<file path="src/rtl/balanced_split_plane_search_unit_defines.svh">
// ============================================================================
// Balanced split plane search: assertion macros
// Shared property forms for the concurrent checks of the search unit.
// ============================================================================
`ifndef BALANCED_SPLIT_PLANE_SEARCH_UNIT_DEFINES_SVH
`define BALANCED_SPLIT_PLANE_SEARCH_UNIT_DEFINES_SVH

// The consequent must hold in the same cycle as the antecedent.
`define BSPSU_ASSERT_SAME(lbl, clk, rstn, ante, cons, msg) \
    lbl: assert property (@(posedge clk) disable iff (!rstn) (ante) |-> (cons)) \
        else $error(msg);

// The consequent must hold in the cycle after the antecedent.
`define BSPSU_ASSERT_NEXT(lbl, clk, rstn, ante, cons, msg) \
    lbl: assert property (@(posedge clk) disable iff (!rstn) (ante) |=> (cons)) \
        else $error(msg);

`endif

</file>
<file path="src/rtl/bspsu_pkg.sv">
// ============================================================================
// Balanced split plane search: package
// Shared widths, defaults, sequencer states and the tally control word.
// ============================================================================
`timescale 1ns / 1ps

package bspsu_pkg;

    // Coordinate width of one interval bound.
    localparam int COORD_W = 32;
    // Width of the count fields in a result word.
    localparam int FIELD_CNT_W = 11;
    // Default storage depth in intervals.
    localparam int BSPSU_MAX_INTERVALS = 1024;
    // Reset value of the split threshold register.
    localparam logic [FIELD_CNT_W-1:0] TARGET_RESET = 11'd4;

    // Sequencer states.
    typedef enum logic [2:0] {
        ST_LOAD,
        ST_FETCH,
        ST_CAND,
        ST_SWEEP,
        ST_DRAIN,
        ST_DECIDE,
        ST_FINISH
    } bspsu_state_t;

    // Control word from the sequencer to the tally unit.
    typedef struct packed {
        logic clear;
        logic sample;
    } bspsu_tally_ctl_t;

endpackage

</file>
<file path="src/rtl/bspsu_tally.sv">
// ============================================================================
// Balanced split plane search: tally unit
// Classifies one stored interval per cycle, while sample is set, against the
// current plane and keeps the front, back and straddle counts of the sweep.
// ============================================================================
`timescale 1ns / 1ps

module bspsu_tally #(
    parameter int CW = 11
) (
    input  logic                                 aclk,
    input  bspsu_pkg::bspsu_tally_ctl_t          ctl,
    input  logic signed [bspsu_pkg::COORD_W-1:0] plane,
    input  logic signed [bspsu_pkg::COORD_W-1:0] lo,
    input  logic signed [bspsu_pkg::COORD_W-1:0] hi,
    output logic [CW-1:0]                        front_cnt,
    output logic [CW-1:0]                        back_cnt,
    output logic [CW-1:0]                        strad_cnt
);
    import bspsu_pkg::*;

    logic [CW-1:0] front_reg, back_reg, strad_reg;
    logic          is_strad, is_back;

    // An interval straddles when it crosses the plane strictly or sits on it.
    always_comb begin
        is_strad = ((lo == plane) && (hi == plane)) || ((lo < plane) && (hi > plane));
        is_back  = !is_strad && (lo < plane);
    end

    // Counters are cleared before each sweep and advance on each valid word.
    always_ff @(posedge aclk) begin
        if (ctl.clear) begin
            front_reg <= '0;
            back_reg  <= '0;
            strad_reg <= '0;
        end else if (ctl.sample) begin
            if (is_strad) begin
                strad_reg <= strad_reg + CW'(1);
            end else if (is_back) begin
                back_reg <= back_reg + CW'(1);
            end else begin
                front_reg <= front_reg + CW'(1);
            end
        end
    end

    assign front_cnt = front_reg;
    assign back_cnt  = back_reg;
    assign strad_cnt = strad_reg;

endmodule

</file>
<file path="config.mk">
export PLATFORM = sky130hd
export DESIGN_NAME = bspsu_tally
export DESIGN_NICKNAME = d
export VERILOG_FILES = /design/src/rtl/balanced_split_plane_search_unit_defines.svh /design/src/rtl/bspsu_pkg.sv /design/src/rtl/bspsu_tally.sv
export SDC_FILE = /design/constraint.sdc
export NUM_CORES = 1
export LEC_CHECK = 0
export ABC_CLOCK_PERIOD_IN_PS = 4000
export BUFFER_PORTS_ARGS = -buffer_cell sky130_fd_sc_hd__buf_2
export CORE_ASPECT_RATIO = 0.75
export CORE_MARGIN = 10
export CORE_UTILIZATION = 49
export CTS_CLUSTER_DIAMETER = 200
export DETAILED_ROUTE_END_ITERATION = 8
export PLACE_DENSITY_LB_ADDON = 0.05
export SETUP_SLACK_MARGIN = 0.3
export SLEW_MARGIN = 40
export SYNTH_ARGS = -nofsm -noshare
export SYNTH_HDL_FRONTEND = slang
export SYNTH_SLANG_ARGS = --single-unit
</file>
<file path="constraint.sdc">
create_clock -name aclk -period 4 [get_ports aclk]
set_clock_uncertainty 0.15 [all_clocks]
set_input_delay 0.6 -clock aclk [delete_from_list [all_inputs] [get_ports aclk]]
set_output_delay 0.6 -clock aclk [all_outputs]
set_load 0.02 [all_outputs]
</file>
==> flow_summary.ini, run 1 <==
[logic_synthesis]
syn_area_per_cell_um2 = 8.148
synthCells = 373
synth_flop_cell = dfxtp_1
syn_nets = 539
synth_area_um2 = 3039
yosysWarnings = 0
synthDistinctLibCells = 49
synth-edff-count = 0
async_flop_share_pct = 0
ys_seq_area_share_pct = 21.74
synth_seq_cells = 33

[grt]
grt_max_degree = 37
grt_pass1_vias = 3045
track_usage_pct = 16.13
antenna_found_initial = 0
grt_pass1_wl_mm = 13.46
overflow = 0

[detailed_routing]
drc = 0
drtAntennaViolNets = 0
vias = 3104
wl_mm = 8.530
drt_iter0_drc = 68
dr.pass1.iters = 4
routedWlPerCell_um = 14.53
routed_via_density = 5.288

[critical_path]
rr_worst_depth = 5
reg2reg_to = strad_cnt[10]
crit_path_end = strad_cnt[3]
cp.required_ps = 4060
path_max_fanout = 9
crit_start = plane[14]
crit_arrival_ps = 3490
r2r_slack_ps = 2250
startpoint_type = input port
reg2reg_from = strad_cnt[4]
worst-setup-path-type = input port to flip-flop
endpoint_kind = flip-flop

[floorplan]
dieArea_um2 = 9785
coreArea_um2 = 5916
die_h_um = 88.21
rows = 24
die_w_um = 110.9
start_util_pct = 51.37
io_pins = 132

[sta]
finalHoldViolCount = 0
setup-tns-final_ps = 0
min_period_ps = 3427
relSlewSlack_pct = 55.85
timing.final.crit_share_pct = 85.68
fmax_mhz = 291.8
slew_viol_final = 0
holdWs_ps = 331.7
rsz0062_at_grt = no
setup_viol = 0
worstMarginPinSlew_ps = 656.3

[cells_and_area]
synthToLayoutAreaGrowth_pct = 28.53
antenna_cells = 0
layout-drive-gt1-share_pct = 29.27
final_common_cell = buf_2
stdcell_count = 587
fin_nets = 674
final_util_pct = 66.03
final_cell_mix = buf_2, ha_1, inv_1

[placement]
io_buffers = 131
dp.cells = 579
dpl.hpwl_mm = 7.271
routabilityCongestion = 0.8203

[cts]
cts_max_level = 2
cts.repair.resized = 0
clock_latency_ps = 290
path_clk_slew_ps = 70
cts_setup_buffers = 0
cts_buffer_depth = 2
cts_sinks = 33
cts_buffers = 5
cts-root-buf = clkbuf_8
cts_tree = done
ctsHoldBuffers = 0

[min_path]
hp-class = flip-flop to flip-flop
hold_depth = 2

[run_status]
status = finished, final reports clean

[pwr]
total_leakage_power_nw = 2.024
peakVddDrop_v = 0.0001344
pwr_density_cell_nw_per_um2 = 232.2

[job]
max-cap-violations = 0
## state kept, by name, indices dropped and copies added, names as in the netlist
name and flops:
front_cnt 11, back_cnt 11, strad_cnt 11
## cell families after synthesis
logic type	Yosys count	share of synthesized area [%]
DFF	33	21.74
muxes	4	1.400
buffers and inverters	47	5.887
adders and majority gates	67	27.58
AOI/OAI and AO/OA	84	17.83
xor gates and xnor gates	13	3.746
and+or+nand+nor	125	21.82
## cell usage after synthesis, types with 5 or more instances
cell | number | area (um^2)
nor2b_1 | 5 | 31.28
o21ai_0 | 18 | 90.09
a21oi_1 | 35 | 175.2
a21o_1 | 7 | 52.55
nor2_1 | 22 | 82.58
and3_1 | 5 | 31.28
nand2_1 | 24 | 90.09
ha_1 | 67 | 838.3
xor2_1 | 5 | 43.79
inv_1 | 41 | 153.9
nand3_1 | 18 | 90.09
dfxtp_1 | 33 | 660.6
nor4_1 | 5 | 31.28
nor3_1 | 5 | 25.02
nand4_1 | 16 | 100.1
xnor2_1 | 8 | 70.07
or3_1 | 11 | 68.82
## worst min path at each step
stage / start / endpoint / slack, ps
3_3_place_gp: front_cnt[10] / front_cnt[10] / 310
6_report: front_cnt[10] / front_cnt[10] / 330
4_1_cts: front_cnt[10] / front_cnt[10] / 330
3_5_place_dp: front_cnt[10] / front_cnt[10] / 320
2_1_floorplan: strad_cnt[10] / strad_cnt[10] / 400
5_1_grt: front_cnt[10] / front_cnt[10] / 340
## layout make-up
cell class	count	area [um^2]
Clock buffer	7	86.33
Clock inverter	1	30.03
Fill cell	540	2009
Inverter	41	153.9
Multi-Input combinational cell	293	2200
Sequential cell	33	660.6
Tap cell	78	97.59
Timing Repair Buffer	134	678.2
## per-layer routing
layer / share of wire [%] / routed length (um) / vias up / GRT usage [%]
met4: 0.35 / 30 / 0 / 2.476
li1: - / - / 1631 / -
met5: 0 / 0 / - / 0
met1: 46 / 3896 / 1381 / 18.85
met2: 46 / 3947 / 87 / 28.10
met3: 7.7 / 655 / 5 / 6.284
## where the power goes
group | internal (mW) | total [mW] | switching (mW)
Clock | 0.203 | 0.327 | 0.124
Sequential | 0.333 | 0.339 | 0.00560
Combinational | 0.115 | 0.241 | 0.126
## critical path, cell delays in order
cell,delay [ps]
buf_2,70
inv_1,50
ha_1,320
nand4_1,150
nor4_1,640
a21boi_0,250
o31a_1,180
o211ai_1,170
a21boi_4,240
o21ai_1,120
buf_4,180
or3_1,340
a21oi_1,160
## through the flow
stage	area, um^2	total power [mW]	setup slack [ps]
finish	3906	0.9069	572.8
global route	3906	0.9655	421.4
CTS	3906	0.9176	650.4
detailed placement	3790	0.5861	349.4
global placement	3790	0.5797	501.7
floorplan	3039	0.4945	729.0
No activity file was read; power rests on OpenSTA's default activity.
==> run 2, diff against run 1 <==
ABC_CLOCK_PERIOD_IN_PS = 2800   (was 4000)
CORE_UTILIZATION = 44   (was 49)
HOLD_SLACK_MARGIN = 0.05   (was not set)
clock period = 2.8 ns   (was 4 ns; I/O delays follow)
==> run 2 against run 1 <==
Effect of this change:
- the flow now finishes with violations (negative setup slack)
- global-route usage rose by 2.6 points
- critical path depth fell by 1
- worst hold slack improved by 6.7 ps
- clock-buffer cell count rose by 1
- largest cell class unchanged
- largest power group is now combinational logic
==> flow_summary.ini, run 2 (same netlist as run 1, synthesis figures left out) <==
[run_status]
status = complete, but fails checks
violations = negative setup slack

[sta]
timing.final.crit_share_pct = 104.2
finalHoldViolCount = 0
rsz0062_at_grt = yes
holdWs_ps = 338.4
setup_viol = 11
slew_viol_final = 0
setup-tns-final_ps = -709.7
relSlewSlack_pct = 54.38
min_period_ps = 2919
fmax_mhz = 342.6
worstMarginPinSlew_ps = 684.3
setup_slack_ps = -118.7

[min_path]
holdPathEnd = front_cnt[10]
hold_depth = 2
hp-class = flip-flop to flip-flop
min-delay-start = front_cnt[10]

[critical_path]
critPathBufInv = 2
worstPathCellList = buf_6 > inv_4 > ha_4 > a21oi_2 > o21ai_1 > a221o_1 > o31a_1 > or3_4 > a21boi_4 > o2111ai_4 > or4_4 > a21oi_2
reg2reg_from = strad_cnt[4]
r2r_slack_ps = 1120
reg2reg_to = strad_cnt[10]
cpMaxStageDelayCell = or4_4
path_max_fanout = 6
startpoint_type = input port
cp.required_ps = 2870
cpMostUsedCell = a21oi_2
worst-setup-path-type = input port to flip-flop
crit_family = compound AO/OA/AOI/OAI gates
rr_worst_depth = 5
slowest_delay_ps = 450
endpoint_kind = flip-flop
crit_arrival_ps = 2990

[cts]
clock_latency_ps = 290
cts_max_level = 2
cts_buffers = 5
cts_buffer_depth = 2
cts_sinks = 33
cts_tree = done
cts-root-buf = clkbuf_8
ctsHoldBuffers = 0
path_clk_slew_ps = 60

[cells_and_area]
final_common_cell = buf_2
layout-drive-gt1-share_pct = 52.69
final_util_pct = 77.81
synthToLayoutAreaGrowth_pct = 73.24
stdcell_count = 642
post-route-cell-area_um2 = 5265
fin_nets = 723
antenna_cells = 0
final_cell_mix = buf_2, buf_4, ha_1, ha_4, dfxtp_1

[detailed_routing]
dr_wl_met2_mm = 5.385
highest_layer = met4
drt_iter0_drc = 158
drc = 0
met1_length_mm = 4.583
vias = 3418
wl_mm = 10.84
routed_via_density = 5.324
routedWlPerCell_um = 16.88
wl_met3_um = 661
drtAntennaViolNets = 0
dr.pass1.iters = 4

[grt]
grt_pass1_wl_mm = 16.44
grt_max_degree = 37
overflow = 0
track_usage_pct = 18.74
antenna_found_initial = 0
grt_pass1_vias = 3560

[pwr]
total_leakage_power_nw = 2.466
peakVddDrop_v = 0.0002121
pwr_density_cell_nw_per_um2 = 277.5
p_total_mw = 1.461

[placement]
place_area_um2 = 4269
dpl.hpwl_mm = 8.046
dp.cells = 615
io_buffers = 131
dp_slack_ps = -430.5
routabilityCongestion = 0.8043

[floorplan]
die_h_um = 91.98
start_util_pct = 44.91
io_pins = 132
die_w_um = 116.0
rows = 26
coreArea_um2 = 6766
dieArea_um2 = 10670

[job]
max-cap-violations = 0
==> run 2: where the power goes <==
part	switching (mW)	internal [mW]	leakage [nW]	total (mW)
Sequential	0.00898	0.476	0.266	0.485
Combinational	0.287	0.337	2.16	0.624
Clock	0.175	0.177	0.0395	0.352
Total	0.471	0.990	2.47	1.46
==> run 2: worst max path at each step <==
stage	start	endpoint	slack, ps	cells after the start
detailed placement	plane[9]	front_cnt[10]	-430	13
CTS	plane[5]	strad_cnt[10]	-40	12
finish	plane[5]	strad_cnt[10]	-120	12
floorplan	hi[14]	strad_cnt[10]	-90	10
global placement	plane[14]	strad_cnt[10]	-410	13
global route	plane[29]	strad_cnt[10]	-190	12
==> run 2: what timing repair did <==
| item | 4_1_cts | 5_1_grt |
|---|---|---|
| resized for setup | 70 | 59 |
| pin swaps | 28 | 41 |
| setup buffers | 11 | 7 |
| gates cloned | 1 | 0 |
| endpoints found under the setup margin | 31 | 33 |
==> run 2: layout make-up <==
class | count | area [um^2]
inverter | 41 | 188.9
fill | 488 | 1501
multi-input combinational | 293 | 2949
clock buffer | 8 | 80.08
tap | 84 | 105.1
timing repair buffer | 183 | 1281
sequential | 33 | 660.6
==> run 2: worst min-delay path, stage by stage, from the launching register on <==
cell,delay [ps]
dfxtp_1,320
o31ai_1,60
a21oi_1,60
==> run 2: metal layers <==
metal / vias up / GRT usage, %
li1: 1726 / -
met1: 1570 / 21.80
met2: 101 / 32.48
met3: 21 / 5.404
met4: 0 / 5.509
met5: - / 0
==> run 3, diff against run 2 <==
ABC_AREA = 1   (was not set)
CORE_UTILIZATION = 46   (was 44)
GPL_ROUTABILITY_DRIVEN = 1   (was not set)
==> run 3 against run 2 <==
Effect of this change:
- non-clock buffer count down 45
- the flow now finishes without violations
- clock power up 33%
- critical endpoint is now back_cnt[2]
- cell area down 16%
- core utilization down 17 points
- highest routed layer unchanged
- critical path depth up 3
- sequential share of layout area up 2.3 points
==> flow_summary.ini, run 3 <==
[detailed_routing]
drt_iter0_drc = 168
vias = 3711
drc = 0
drtAntennaViolNets = 0
dr.pass1.iters = 4
wl_mm = 9.761
routed_via_density = 4.857
routedWlPerCell_um = 12.78

[pwr]
pwr_density_cell_nw_per_um2 = 326.8
total_leakage_power_nw = 2.411
p_total_mw = 1.449
peakVddDrop_v = 0.0002652

[sta]
fmax_mhz = 430.3
setup-tns-final_ps = 0
relSlewSlack_pct = 57.02
timing.final.crit_share_pct = 82.99
finalHoldViolCount = 0
setup_viol = 0
worstMarginPinSlew_ps = 638.8
min_period_ps = 2324
slew_viol_final = 0
rsz0062_at_grt = yes

[cells_and_area]
multiInputGateArea_um2 = 2525
stdcell_count = 764
synthToLayoutAreaGrowth_pct = 27.79
register_area_um2 = 660.6
antenna_cells = 0
final_common_cell = nand2_1
final_util_pct = 60.51
layout-drive-gt1-share_pct = 25.64
final_cell_mix = nand2_1, buf_2, inv_1
fin_nets = 828
fillers = 733

[critical_path]
worstPathCellList = buf_2 > inv_1 > ha_1 > a21oi_1 > o21ai_0 > nand2_1 > nand2_1 > a21oi_1 > nand2_1 > nand2_1 > nand3_1 > nand4_2 > buf_4 > nand2_1 > a21oi_1
crit_arrival_ps = 2380
rr_worst_depth = 10
path_max_fanout = 13
r2r_slack_ps = 810
cpMostUsedCell = nand2_1
cp.required_ps = 2860
reg2reg_to = front_cnt[10]
slowest_delay_ps = 300
worst-setup-path-type = input port to flip-flop
reg2reg_from = front_cnt[4]
startpoint_type = input port
endpoint_kind = flip-flop
cpMaxStageDelayCell = ha_1

[min_path]
min-delay-start = back_cnt[5]
holdPathEnd = back_cnt[5]
hp-class = flip-flop to flip-flop
hold_depth = 2

[run_status]
status = finished, final reports clean

[logic_synthesis]
synth_top_cell_area_share_pct = 24.15
synth_flop_cell = dfxtp_1
synth-edff-count = 0
async_flop_share_pct = 0
yosysWarnings = 0
synthCells = 525
synth_most_common_cell = nand2_1
ys_seq_area_share_pct = 19.03
synthDistinctLibCells = 29
syn_nets = 691
syn_area_per_cell_um2 = 6.611
synth_seq_cells = 33
synth_area_um2 = 3471
yosys.area.top_type = ha_1
synthTopCellsByCount = nand2_1, inv_1, ha_1, a21oi_1, nor2_1
ys_top_cells_by_area = ha_1, dfxtp_1, nand2_1, inv_1, a21oi_1

[job]
max-cap-violations = 0

[placement]
dpl.hpwl_mm = 8.123
dp.cells = 751
routabilityCongestion = 0.8496
io_buffers = 131

[floorplan]
coreArea_um2 = 7331
dieArea_um2 = 11460
rows = 27
start_util_pct = 47.35
die_h_um = 95.23
io_pins = 132
die_w_um = 120.3

[cts]
cts_buffers = 5
clock_latency_ps = 280
path_clk_slew_ps = 70
cts_buffer_depth = 2
cts-root-buf = clkbuf_8
cts_sinks = 33
cts_tree = done
cts_max_level = 2
ctsHoldBuffers = 0

[grt]
grt_pass1_wl_mm = 15.98
grt_pass1_vias = 3626
overflow = 0
track_usage_pct = 16.25
antenna_found_initial = 0
grt_max_degree = 28
## run 3: cell count changes after synthesis, moves of 5 or more
cell	delta
nand2_1	+113
nor2b_1	-5
a21o_1	-6
a21oi_1	+15
o21ai_0	-10
inv_1	+34
nand4_1	+6
xor2_1	+8
or3_1	-11
nand3_1	+7
nor2_1	+28
and3_1	-5
## run 3: metrics by stage
stage | area [um^2] | setup WS [ps] | hold slack [ps]
after floorplan | 3471 | 393.0 | 408.2
after global placement | 4222 | 126.2 | 328.3
after detailed placement | 4222 | 30.12 | 334.9
after CTS | 4338 | 336.9 | 346.1
after global routing | 4436 | 270.7 | 366.6
final | 4436 | 476.2 | 343.5
## run 3: power breakdown
| part | switching, mW | internal, mW | total (mW) | leakage, nW |
|---|---|---|---|---|
| clock | 0.177 | 0.290 | 0.467 | 0.0585 |
| sequential | 0.0147 | 0.482 | 0.497 | 0.267 |
| combinational | 0.285 | 0.200 | 0.485 | 2.09 |
| total | 0.477 | 0.972 | 1.45 | 2.41 |
## run 3: how the worst max path moves through the flow
stage / endpoint / startpoint / cells past startpoint
final: back_cnt[2] / plane[27] / 15
after global routing: strad_cnt[0] / plane[31] / 18
after CTS: strad_cnt[0] / plane[31] / 17
after detailed placement: strad_cnt[0] / plane[31] / 17
after global placement: strad_cnt[0] / plane[9] / 17
after floorplan: strad_cnt[1] / plane[31] / 15
## run 3: what timing repair did
action,CTS,global route
setup endpoints to repair,0,33
buffers inserted,0,4
resized for setup,0,19
## run 3: cell families (layout without fill, tap and decap cells)
logic type / after synthesis / count (layout) / share of synthesized area [%]
flops: 33 / 33 / 19.03
xor+xnor: 20 / 20 / 5.047
fa+ha+maj: 67 / 67 / 24.15
simple gates: 255 / 256 / 32.19
compound gates: 64 / 64 / 9.697
buf+inv: 86 / 223 / 9.877
## run 3: area by class of cell
class / instances / share of cell area (%)
Inverter: 77 / 6.657
Clock buffer: 7 / 1.946
Tap cell: 101 / 2.849
Clock inverter: 1 / 0.6770
Multi-Input combinational cell: 407 / 56.93
Timing Repair Buffer: 138 / 16.05
Sequential cell: 33 / 14.89
## run 3: metal layers
metal | wire length (um) | up-vias | GRT usage [%]
met5 | 0 | - | 0
met4 | 13 | 0 | 1.603
met3 | 751 | 2 | 5.726
met2 | 4131 | 90 | 26.14
met1 | 4866 | 1622 | 21.26
li1 | - | 1997 | -
## run 3: critical path, delay by kind of cell
kind                     cells  cell delay, ps
AO/OA/AOI/OAI                4             650
AND/OR/NAND/NOR              7             680
buffers and inverters        3             350
adder cells (fa/ha/maj)      1             300
